## config.mk

```make
export PLATFORM = sky130hd
export DESIGN_NAME = tsrs_ctrl
export DESIGN_NICKNAME = d
export VERILOG_FILES = /design/src/rtl/assert_macros.svh /design/src/rtl/tsrs_pkg.sv /design/src/rtl/tsrs_ctrl.sv
export SDC_FILE = /design/constraint.sdc
export NUM_CORES = 1
export LEC_CHECK = 0
export ABC_AREA = 1
export BUFFER_PORTS_ARGS = -buffer_cell sky130_fd_sc_hd__buf_2
export CAP_MARGIN = 30
export CORE_AREA = 2 2 39 41
export CTS_CLUSTER_SIZE = 28
export DETAILED_ROUTE_END_ITERATION = 10
export DIE_AREA = 0 0 41 43
export GPL_ROUTABILITY_DRIVEN = 1
export PLACE_DENSITY_LB_ADDON = 0.3
export SYNTH_ARGS = -nofsm -noshare
export SYNTH_HDL_FRONTEND = slang
export SYNTH_SLANG_ARGS = --single-unit
```

## constraint.sdc

```tcl
create_clock -name clk -period 1.35 [get_ports clk]
set_input_delay 0.135 -clock clk [delete_from_list [all_inputs] [get_ports clk]]
set_output_delay 0.135 -clock clk [all_outputs]
set_load 0.05 [all_outputs]
```

## src/rtl/assert_macros.svh

```systemverilog
// Assertion macros for the RTL files; tsrs_dp includes them.
// Each macro expects signals named clk and rst in the scope of the use.
`ifndef ASSERT_MACROS_SVH
`define ASSERT_MACROS_SVH

`ifndef ASSERT_OFF

`define ASSERT_IMPLY(lbl, ante, cons, msg) \
  lbl: assert property (@(posedge clk) disable iff (rst) (ante) |-> (cons)) \
    else $error(msg);

`define ASSERT_NEXT(lbl, ante, cons, msg) \
  lbl: assert property (@(posedge clk) disable iff (rst) (ante) |=> (cons)) \
    else $error(msg);

`else

`define ASSERT_IMPLY(lbl, ante, cons, msg)

`define ASSERT_NEXT(lbl, ante, cons, msg)

`endif

`endif

```

## src/rtl/tsrs_pkg.sv

```systemverilog
// ----------------------------------------------------------------------------
// tsrs_pkg
// Types, sizes and codes shared by the totient square range sum modules.
// ----------------------------------------------------------------------------
package tsrs_pkg;

  localparam int MAX_N   = 65536;
  localparam int FIELD_W = 17;
  // Table address width and counter width (counters must hold up to 2 * MAX_N).
  localparam int AW      = $clog2(MAX_N + 1);
  localparam int CW      = AW + 1;
  localparam int CMPW    = (FIELD_W > CW) ? FIELD_W : CW;
  localparam int SUM_W   = 64;
  localparam int DCNT_W  = $clog2(AW + 1);

  localparam logic OP_BUILD = 1'b0;
  localparam logic OP_QUERY = 1'b1;

  typedef enum logic [1:0] {
    ST_OK        = 2'd0,
    ST_NOT_BUILT = 2'd1,
    ST_BAD_RANGE = 2'd2
  } status_t;

  typedef enum logic [3:0] {
    CMD_NONE,
    CMD_LOAD,
    CMD_INIT_WR,
    CMD_P_RD,
    CMD_P_NEXT,
    CMD_M_SET,
    CMD_M_RD,
    CMD_DIV_START,
    CMD_M_WR,
    CMD_PRE_START,
    CMD_Z_WR,
    CMD_N_RD,
    CMD_SQ,
    CMD_ACC_WR,
    CMD_BUILD_DONE,
    CMD_Q_HI
  } dp_op_t;

  // Query steps and the output load share the same command field.
  typedef enum logic [1:0] {
    QCMD_NONE,
    QCMD_LO,
    QCMD_SUB,
    QCMD_OUT
  } dp_qop_t;

  typedef struct packed {
    dp_op_t  op;
    dp_qop_t qop;
  } dp_cmd_t;

  typedef struct packed {
    logic in_build;
    logic q_err;
    logic n_gt_lim;
    logic n_lt2;
    logic p_gt_lim;
    logic m_gt_lim;
    logic is_prime;
    logic div_done;
    logic out_free;
  } dp_stat_t;

  typedef enum logic [4:0] {
    S_IDLE,
    S_INIT,
    S_PSCAN,
    S_PCHK,
    S_MRD,
    S_MDIV,
    S_MWAIT,
    S_ZERO,
    S_PRD,
    S_PSQ,
    S_PACC,
    S_QHI,
    S_QLO,
    S_QSUB,
    S_DONE
  } ctrl_state_t;

endpackage

```

## src/rtl/tsrs_ctrl.sv

```systemverilog
// ----------------------------------------------------------------------------
// tsrs_ctrl
// Controller: sequences the build sweeps and the query steps.
// ----------------------------------------------------------------------------
module tsrs_ctrl
  import tsrs_pkg::*;
(
  input  logic     clk,
  input  logic     rst,
  input  logic     in_valid,
  output logic     in_stall,
  input  dp_stat_t stat,
  output dp_cmd_t  cmd
);

  ctrl_state_t state;
  ctrl_state_t state_next;

  always_ff @(posedge clk) begin
    if (rst) begin
      state <= S_IDLE;
    end else begin
      state <= state_next;
    end
  end

  always_comb begin
    state_next = state;
    unique case (state)
      S_IDLE: begin
        if (in_valid) begin
          state_next = stat.in_build ? S_INIT : S_QHI;
        end
      end
      S_INIT: begin
        if (stat.n_gt_lim) begin
          state_next = S_PSCAN;
        end
      end
      S_PSCAN: state_next = stat.p_gt_lim ? S_ZERO : S_PCHK;
      S_PCHK:  state_next = stat.is_prime ? S_MRD : S_PSCAN;
      S_MRD:   state_next = stat.m_gt_lim ? S_PSCAN : S_MDIV;
      S_MDIV:  state_next = S_MWAIT;
      S_MWAIT: begin
        if (stat.div_done) begin
          state_next = S_MRD;
        end
      end
      S_ZERO: begin
        if (!stat.n_lt2) begin
          state_next = S_PRD;
        end
      end
      S_PRD:   state_next = stat.n_gt_lim ? S_DONE : S_PSQ;
      S_PSQ:   state_next = S_PACC;
      S_PACC:  state_next = S_PRD;
      S_QHI:   state_next = stat.q_err ? S_DONE : S_QLO;
      S_QLO:   state_next = S_QSUB;
      S_QSUB:  state_next = S_DONE;
      S_DONE: begin
        if (stat.out_free) begin
          state_next = S_IDLE;
        end
      end
      default: state_next = S_IDLE;
    endcase
  end

  always_comb begin
    cmd.op   = CMD_NONE;
    cmd.qop  = QCMD_NONE;
    in_stall = (state != S_IDLE);
    unique case (state)
      S_IDLE: begin
        if (in_valid) begin
          cmd.op = CMD_LOAD;
        end
      end
      S_INIT: begin
        if (!stat.n_gt_lim) begin
          cmd.op = CMD_INIT_WR;
        end
      end
      S_PSCAN: cmd.op = stat.p_gt_lim ? CMD_PRE_START : CMD_P_RD;
      S_PCHK:  cmd.op = stat.is_prime ? CMD_M_SET : CMD_P_NEXT;
      S_MRD:   cmd.op = stat.m_gt_lim ? CMD_P_NEXT : CMD_M_RD;
      S_MDIV:  cmd.op = CMD_DIV_START;
      S_MWAIT: begin
        if (stat.div_done) begin
          cmd.op = CMD_M_WR;
        end
      end
      S_ZERO: begin
        if (stat.n_lt2) begin
          cmd.op = CMD_Z_WR;
        end
      end
      S_PRD:   cmd.op = stat.n_gt_lim ? CMD_BUILD_DONE : CMD_N_RD;
      S_PSQ:   cmd.op = CMD_SQ;
      S_PACC:  cmd.op = CMD_ACC_WR;
      S_QHI:   cmd.op = CMD_Q_HI;
      S_QLO:   cmd.qop = QCMD_LO;
      S_QSUB:  cmd.qop = QCMD_SUB;
      S_DONE: begin
        if (stat.out_free) begin
          cmd.qop = QCMD_OUT;
        end
      end
      default: begin
      end
    endcase
  end

endmodule

```

==> results.yml, run 1 <==
finish:
  fin_nets: 166
  fin_cells: 168
  post-route-util: 0.833
  largest_reg_flops: 4
  drive_gt1_frac: 0.684
  reg_top3: "state: 4 flops"
  top_register: "state"
  diodes: 0
  syn_to_final_growth_pct: 108
  design_area_sq_mm: 0.00115
setup_path:
  critPathLaunch: "state[0]"
  crit_arrival_ns: 1.86
  path_class: "reg2reg"
  rr_startpoint: "state[0]"
  crit_path_end_kind: "flop"
  cp.required_ns: 1.53
  critPathLaunchType: "flop"
  path_max_fanout: 6
worst_hold_path:
  worstHoldStart: "rst"
  min-delay-path-class: "in2reg"
synth:
  ys_types: 20
  yosysMostFrequentCell: "nand2_1"
  synth_seq_cells: 4
  synth-edff-count: 0
  seq_area_frac_synth: 0.145
  netlist.area_leader.share: 0.224
  ys_top_cells_by_area: "nand2_1 22%, dfxtp_1 14%, nand3_1 13%, inv_1 8.1%, nor2_4 8.1%"
  synth_top_area_cell: "nand2_1"
  synth.top_cells.by_count: "33 x nand2_1, 14 x nand3_1, 12 x inv_1, 8 x nor2_1"
  async_flop_share: 0
  postSynthAreaPerCell_sq_um: 5.59
  synth_nets: 111
  netlist_area_sq_um: 553
  synth_warnings: 0
  synthCells: 99
  synthFlopType: "dfxtp_1"
sta:
  tns_ns: -2.31
  fmax_ghz: 0.595
  fin_worst_skew_ns: 0.0150
  hold_viol: 0
  worstMarginPinSlew_ns: 0.247
  fin_crit_sh: 1.24
  slew_violations: 0
  fin_crit_ns: 1.68
  finalWorstSetupSlack_ns: -0.331
  rsz0062_at_grt: "yes"
  finalSetupViolCount: 11
  slew_headroom: 0.835
clocking:
  htreeDepth: 1
  clk_pin_slew_ns: 0.05
  insertion_delay_ns: 0.26
  ctsHoldBuffers: 0
  cts.sinks: 4
  cts_tree: "yes"
  cts_buffers: 3
  cts_root_buf: "clkbuf_4"
  cts_buffer_depth: 2
floorplan:
  dieArea_sq_mm: 0.00176
  die_x_microns: 41
  start_util: 0.400
  chipHeight_microns: 43
  rows: 14
  core_sq_mm: 0.00138
  ios: 19
grt:
  antenna_found_initial: 0
  grt_max_degree: 9
  track_usage: 0.311
  grt_pass1_wl_mm: 3.66
  overflow: 0
  grt_pass1_vias: 850
place:
  placed_cell_area_sq_um: 855
  dp.cells: 154
  gp_congestion: 0.939
  portBuffers: 18
  dpl.hpwl_mm: 1.47
power_and_ir_drop:
  p_per_area_mw_per_mm2: 2710
  p_switching_w: 0.00168
  p_clk_frac: 0.052
  power.leakage_nw: 0.609
  internal-power_w: 0.00145
  pwr-share-comb: 0.859
  seq_power_share: 0.089
  p_sw_frac: 0.537
  vdd.ir_drop.worst_uv: 2020
route:
  drtIter0Drc: 30
  via_count: 939
  ant_nets: 0
  avgViaCountPerCell: 5.59
  avgRoutedWirePerCell_microns: 16.9
  first_pass_iters: 4
  drc: 0
  routed_wl_mm: 2.84
run_status:
  status: "finished, violations left"
  failed_checks: "setup timing"
run:
  cap_violations: 0
## power by group through the flow
stage          Combinational (W)  Clock, W  Sequential [W]
2_1_floorplan            0.00129         0        0.000238
3_3_place_gp             0.00182         0        0.000248
3_5_place_dp             0.00184         0        0.000253
4_1_cts                  0.00225  0.000167        0.000273
5_1_grt                  0.00279  0.000166        0.000288
6_report                 0.00268  0.000163        0.000279
## metrics by stage
| step | setup WS (ns) | power (W) | hold slack (ns) |
|---|---|---|---|
| global route | -0.369 | 0.00324 | 0.119 |
| detailed placement | -0.157 | 0.00209 | 0.340 |
| finish | -0.331 | 0.00312 | 0.105 |
| floorplan | -0.0151 | 0.00153 | 0.190 |
| global placement | -0.0968 | 0.00207 | 0.342 |
| CTS | -0.260 | 0.00269 | 0.0786 |
## placed cells by master, fill, tap and decap left out, types with 2 or more instances in the layout
cell type  synthesis  routed
clkbuf_4           0       3
a21oi_2            2       4
nand3_1           14      11
nor2_2             2       3
nand2_1           33      17
nor2_1             8       4
inv_1             12      11
buf_6              1      11
buf_8              0       3
nand2_2            2      17
nor2_4             4       7
buf_2              0      11
nand3_2            2       3
dfxtp_4            0       3
buf_4              0      26
nand3_4            0       2
o21ai_2            1       2
inv_2              4       4
## worst max-delay path: stages (launching register included)
cell,delay [ns]
dfxtp_2,0.32
buf_4,0.14
nor2_4,0.22
buf_6,0.14
buf_6,0.09
buf_6,0.10
nand3b_1,0.09
nand2_1,0.10
nor2_2,0.05
nand2_1,0.09
nand2_2,0.08
a21oi_2,0.17
## per-layer routing
layer / routed length (microns) / global-route usage
met5: 0 / 0
met3: 178 / 0.0314
met4: 166 / 0.193
met2: 1430 / 0.494
met1: 1060 / 0.375
## repair_timing
item | CTS | global route
setup endpoints to repair | 9 | 11
gates resized for setup | 38 | 25
endpoints found under the hold margin | 0 | 0
pin swaps | 7 | 10
buffers inserted | 7 | 4
## area by class of cell
cell class	count	area [sq um]
clock buffers	3	22.5
well taps	16	20.0
repair buffers	51	419
multi-input cells	78	536
inverters	16	62.6
flip-flops and latches	4	92.6
fillers	74	231
## cells by family after synthesis
kind of cell | count (synthesis) | synth area share
AO/OA/AOI/OAI | 10 | 0.122
buffers and inverters | 17 | 0.129
flip-flops | 4 | 0.145
AND/OR/NAND/NOR | 68 | 0.604
## final timing paths
kind,to,slack (ns),depth (start not counted)
max,state[1],-0.33,11
max reg2reg,state[1],-0.33,11
min,state[0],0.11,2
min reg2reg,state[2],0.72,3
No activity file was read; power rests on OpenSTA's default activity.
==> run 2, diff against run 1 <==
ABC_AREA = 0   (was 1)
==> results.yml, run 2 <==
run_status:
  status: "finished, violations left"
  failed_checks: "setup timing"
setup_path:
  critPathLaunch: "state[1]"
  reg2reg_slack_ns: -0.15
  cp-endpoint: "cmd[3]"
  r2r_end: "state[0]"
  critPathLaunchType: "flop"
  rr_startpoint: "state[1]"
  path_class: "reg2out"
  cp.required_ns: 1.22
  path_max_fanout: 5
  crit_arrival_ns: 1.48
  r2r.worst_path.cells: 6
  crit_path_end_kind: "primary output"
power_and_ir_drop:
  power.leakage_nw: 0.456
  p_clk_frac: 0.052
  seq_power_share: 0.096
  p_sw_frac: 0.504
  vdd.ir_drop.worst_uv: 1840
  finalPower_w: 0.00335
  pwr-share-comb: 0.851
  internal-power_w: 0.00166
  p_per_area_mw_per_mm2: 3130
  p_switching_w: 0.00169
floorplan:
  chipHeight_microns: 43
  dieArea_sq_mm: 0.00176
  ios: 19
  start_util: 0.397
  rows: 14
  core_sq_mm: 0.00138
  die_x_microns: 41
sta:
  fin_hold_ws_ns: 0.114
  finalSetupViolCount: 10
  hold_viol: 0
  worstMarginPinSlew_ns: 0.418
  slew_violations: 0
  fin_crit_sh: 1.20
  fin_crit_ns: 1.61
  fin_worst_skew_ns: 0.0103
  finalWorstSetupSlack_ns: -0.265
  fmax_ghz: 0.619
  slew_headroom: 0.721
  rsz0062_at_grt: "yes"
clocking:
  htreeDepth: 1
  clk_pin_slew_ns: 0.05
  ctsHoldBuffers: 0
  cts_root_buf: "clkbuf_4"
  cts_buffers: 3
  cts.sinks: 4
  insertion_delay_ns: 0.24
  cts_tree: "yes"
  cts_buffer_depth: 2
finish:
  top_register: "state"
  drive_gt1_frac: 0.612
  final_cell_mix: "18 x buf_4, 12 x buf_2, 9 x buf_6, 6 x a21oi_1, 5 x nand2_1"
  reg_top3: "state: 4 flops"
  largest_reg_flops: 4
  diodes: 0
  design_area_sq_mm: 0.00107
  syn_to_final_growth_pct: 95.0
  fin_nets: 134
  layout.cells.most_common: "buf_4"
grt:
  track_usage: 0.286
  grt_pass1_vias: 768
  grt_max_degree: 14
  grt_pass1_wl_mm: 3.44
  overflow: 0
  antenna_found_initial: 0
synth:
  synth_warnings: 0
  synth.top_cells.by_count: "9 x o21ai_0, 8 x a21oi_1, 6 x nand2_1, 6 x nor2_1, 6 x nor3_1"
  synth-edff-count: 0
  postSynthAreaPerCell_sq_um: 6.62
  ys_types: 33
  netlist.area_leader.share: 0.146
  ys_top_cells_by_area: "dfxtp_1 15%, o21ai_0 8.2%, a21oi_1 7.3%, nor3_1 5.5%, nand2_1 4.1%"
  yosysMostFrequentCell: "o21ai_0"
  seq_area_frac_synth: 0.146
  async_flop_share: 0
  synthCells: 83
  synthFlopType: "dfxtp_1"
  synth_seq_cells: 4
  synth_nets: 95
  netlist_area_sq_um: 549
  synth_top_area_cell: "dfxtp_1"
route:
  drtIter0Drc: 27
  avgViaCountPerCell: 5.89
  routed_wl_mm: 2.08
  ant_nets: 0
  via_count: 807
  first_pass_iters: 4
  drc: 0
  avgRoutedWirePerCell_microns: 15.2
worst_hold_path:
  min-delay-path-class: "in2reg"
run:
  cap_violations: 0
place:
  placed_cell_area_sq_um: 845
  dpl.hpwl_mm: 1.40
  portBuffers: 18
  gp_congestion: 0.877
run 2: timing repair:
item | CTS | global route
gates resized for setup | 46 | 4
pin swaps | 15 | 3
setup endpoints to repair | 11 | 11
buffers inserted | 4 | 0
gates cloned | 1 | 0
run 2: power groups by stage:
| stage | clock [W] | combinational (W) | sequential [W] |
|---|---|---|---|
| floorplan | 0 | 0.00172 | 0.000240 |
| finish | 0.000176 | 0.00285 | 0.000323 |
| global placement | 0 | 0.00219 | 0.000262 |
| CTS | 0.000177 | 0.00279 | 0.000314 |
| global route | 0.000189 | 0.00302 | 0.000336 |
| detailed placement | 0 | 0.00221 | 0.000265 |
run 2: worst min-delay path by stage:
stage / start / end / cells after the start
final: rst / state[0] / 2
after global placement: rst / state[0] / 2
after detailed placement: rst / state[0] / 2
after CTS: rst / state[0] / 2
after global routing: rst / state[0] / 2
after floorplan: rst / state[0] / 1
run 2: cell type report:
cell class	instances	area, sq um
multi-input cells	67	573
repair buffers	42	342
fillers	90	313
flip-flops and latches	4	95.1
clock buffers	4	26.3
well taps	16	20.0
inverters	4	15.0
run 2: metrics by stage:
stage	std cells	worst slack [ns]	utilization	setup TNS (ns)
CTS	137	-0.275	0.760	-1.27
global placement	128	-0.208	0.610	-0.676
finish	137	-0.265	0.774	-1.31
floorplan	83	-0.0789	-	-0.222
global route	137	-0.334	0.774	-2.06
detailed placement	128	-0.179	0.610	-0.802
run 2: logic make-up after synthesis:
logic type	after synthesis	synth area share
mux	3	0.0569
simple gates	28	0.253
buf+inv	12	0.0934
flops	4	0.146
compound gates	36	0.451
run 2: worst max-delay path, cell delays in order, from the launching register on:
cell,delay (ns)
dfxtp_4,0.36
buf_4,0.12
nor3_2,0.04
o211ai_2,0.21
o21ai_1,0.10
a41o_2,0.25
buf_8,0.15
run 2: routing by layer:
| layer | vias up | track usage | share of wire |
|---|---|---|---|
| li1 | 398 | - | - |
| met1 | 384 | 0.359 | 0.41 |
| met2 | 25 | 0.472 | 0.53 |
| met3 | 0 | 0.0366 | 0.057 |
| met4 | 0 | 0.100 | 0 |
| met5 | - | 0 | 0 |
==> run 3, diff against run 2 <==
CTS_BUF_LIST = sky130_fd_sc_hd__clkbuf_2 sky130_fd_sc_hd__clkbuf_4 sky130_fd_sc_hd__clkbuf_8   (was unset)
SKIP_LAST_GASP = 1   (was unset)
==> results.yml, run 3 (synthesis results as in run 2) <==
run_status:
  status: "finished, violations left"
  failed_checks: "setup timing"
sta:
  finalSetupViolCount: 10
  rsz0062_at_grt: "yes"
  tns_ns: -1.29
  fin_worst_skew_ns: 0.0126
  hold_viol: 0
  fin_crit_sh: 1.20
  finalWorstSetupSlack_ns: -0.269
  fmax_ghz: 0.618
  worstMarginPinSlew_ns: 0.403
  slew_violations: 0
  fin_crit_ns: 1.62
  slew_headroom: 0.732
  fin_hold_ws_ns: 0.102
clocking:
  ctsHoldBuffers: 0
  cts_buffer_depth: 2
  htreeDepth: 1
  clk_pin_slew_ns: 0.05
  insertion_delay_ns: 0.25
  cts_tree: "yes"
  cts.sinks: 4
  cts_buffers: 3
  cts_root_buf: "clkbuf_4"
floorplan:
  rows: 14
  die_x_microns: 41
  core_sq_mm: 0.00138
  chipHeight_microns: 43
  dieArea_sq_mm: 0.00176
  ios: 19
  start_util: 0.397
setup_path:
  path_max_fanout: 5
  crit_path_end_kind: "primary output"
  r2r.worst_path.cells: 6
  r2r_end: "state[0]"
  cp_cell_sequence: "buf_4 -> nor3_2 -> o211ai_2 -> o21ai_1 -> a41o_2 -> buf_8"
  critical-path-slowest-cell: "dfxtp_4"
  critPathLaunchType: "flop"
  cpPeakStageDelay_ns: 0.37
  crit_arrival_ns: 1.48
  cp.required_ns: 1.22
  cp-endpoint: "cmd[3]"
  critPathLaunch: "state[1]"
  rr_startpoint: "state[1]"
  path_class: "reg2out"
  reg2reg_slack_ns: -0.13
finish:
  fin_cells: 137
  largest_reg_flops: 4
  drive_gt1_frac: 0.612
  layout.cells.most_common: "buf_4"
  fin_nets: 134
  final_cell_mix: "18 x buf_4, 12 x buf_2, 9 x buf_6, 6 x a21oi_1, 5 x nand2_1"
  top_register: "state"
  diodes: 0
  multi_input_area_sq_um: 567
  reg_top3: "state: 4 flops"
  syn_to_final_growth_pct: 94.5
  n_fill_cell: 90
  seqCellArea_sq_um: 95.1
power_and_ir_drop:
  vdd.ir_drop.worst_uv: 1810
  finalPower_w: 0.00335
  p_per_area_mw_per_mm2: 3140
  power.leakage_nw: 0.458
place:
  dp.cells: 128
  gp_congestion: 0.877
  dpl.hpwl_mm: 1.40
  portBuffers: 18
run:
  cap_violations: 0
route:
  routed_wl_mm: 2.07
  drtIter0Drc: 22
  ant_nets: 0
  first_pass_iters: 4
  avgRoutedWirePerCell_microns: 15.1
  drc: 0
  via_count: 819
  avgViaCountPerCell: 5.98
worst_hold_path:
  worstHoldStart: "rst"
  min-delay-path-class: "in2reg"
grt:
  overflow: 0
  track_usage: 0.284
  grt_pass1_vias: 755
  grt_max_degree: 14
  grt_pass1_wl_mm: 3.41
  antenna_found_initial: 0
## run 3: power by group
part / leakage [nW] / switching (W) / internal [W]
clock network: 0.0184 / 0.0000665 / 0.000132
logic: 0.404 / 0.00150 / 0.00133
registers: 0.0357 / 0.000109 / 0.000213
total: 0.458 / 0.00168 / 0.00168
## run 3: final cells by class
type | instances | area share
Multi-Input combinational cell | 67 | 0.530
Timing Repair Buffer | 42 | 0.320
Sequential cell | 4 | 0.0890
Clock buffer | 4 | 0.0281
Tap cell | 16 | 0.0187
Inverter | 4 | 0.0141
## run 3: how the worst min path moves through the flow
stage / endpoint / depth (start not counted)
6_report: state[0] / 2
5_1_grt: state[0] / 2
4_1_cts: state[0] / 2
3_3_place_gp: state[0] / 2
3_5_place_dp: state[0] / 2
2_1_floorplan: state[0] / 1
## run 3: worst max-delay path, delay by kind of cell (launching register included)
family	cells	cell delay [ns]
AOI/OAI and AO/OA	3	0.56
buffers and inverters	2	0.27
DFF	1	0.37
and+or+nand+nor	1	0.04
## run 3: stage by stage
stage               utilization  area (sq um)  worst slack [ns]
global route              0.772          1070            -0.331
CTS                       0.759          1050            -0.275
detailed placement        0.610           845            -0.179
floorplan                     -           672           -0.0789
global placement          0.610           845            -0.208
finish                    0.772          1070            -0.269
## run 3: layer usage
layer | track usage | vias up | wire (microns)
met5 | 0 | - | 0
met4 | 0.0933 | 0 | 10
met3 | 0.0366 | 2 | 104
met2 | 0.463 | 35 | 1090
met1 | 0.365 | 390 | 861
li1 | - | 392 | -
## run 3: repair_timing
item	CTS	global route
buffers inserted	4	0
resized for setup	45	4
endpoints found under the setup margin	11	11
pin swaps	15	3
cloned	1	0
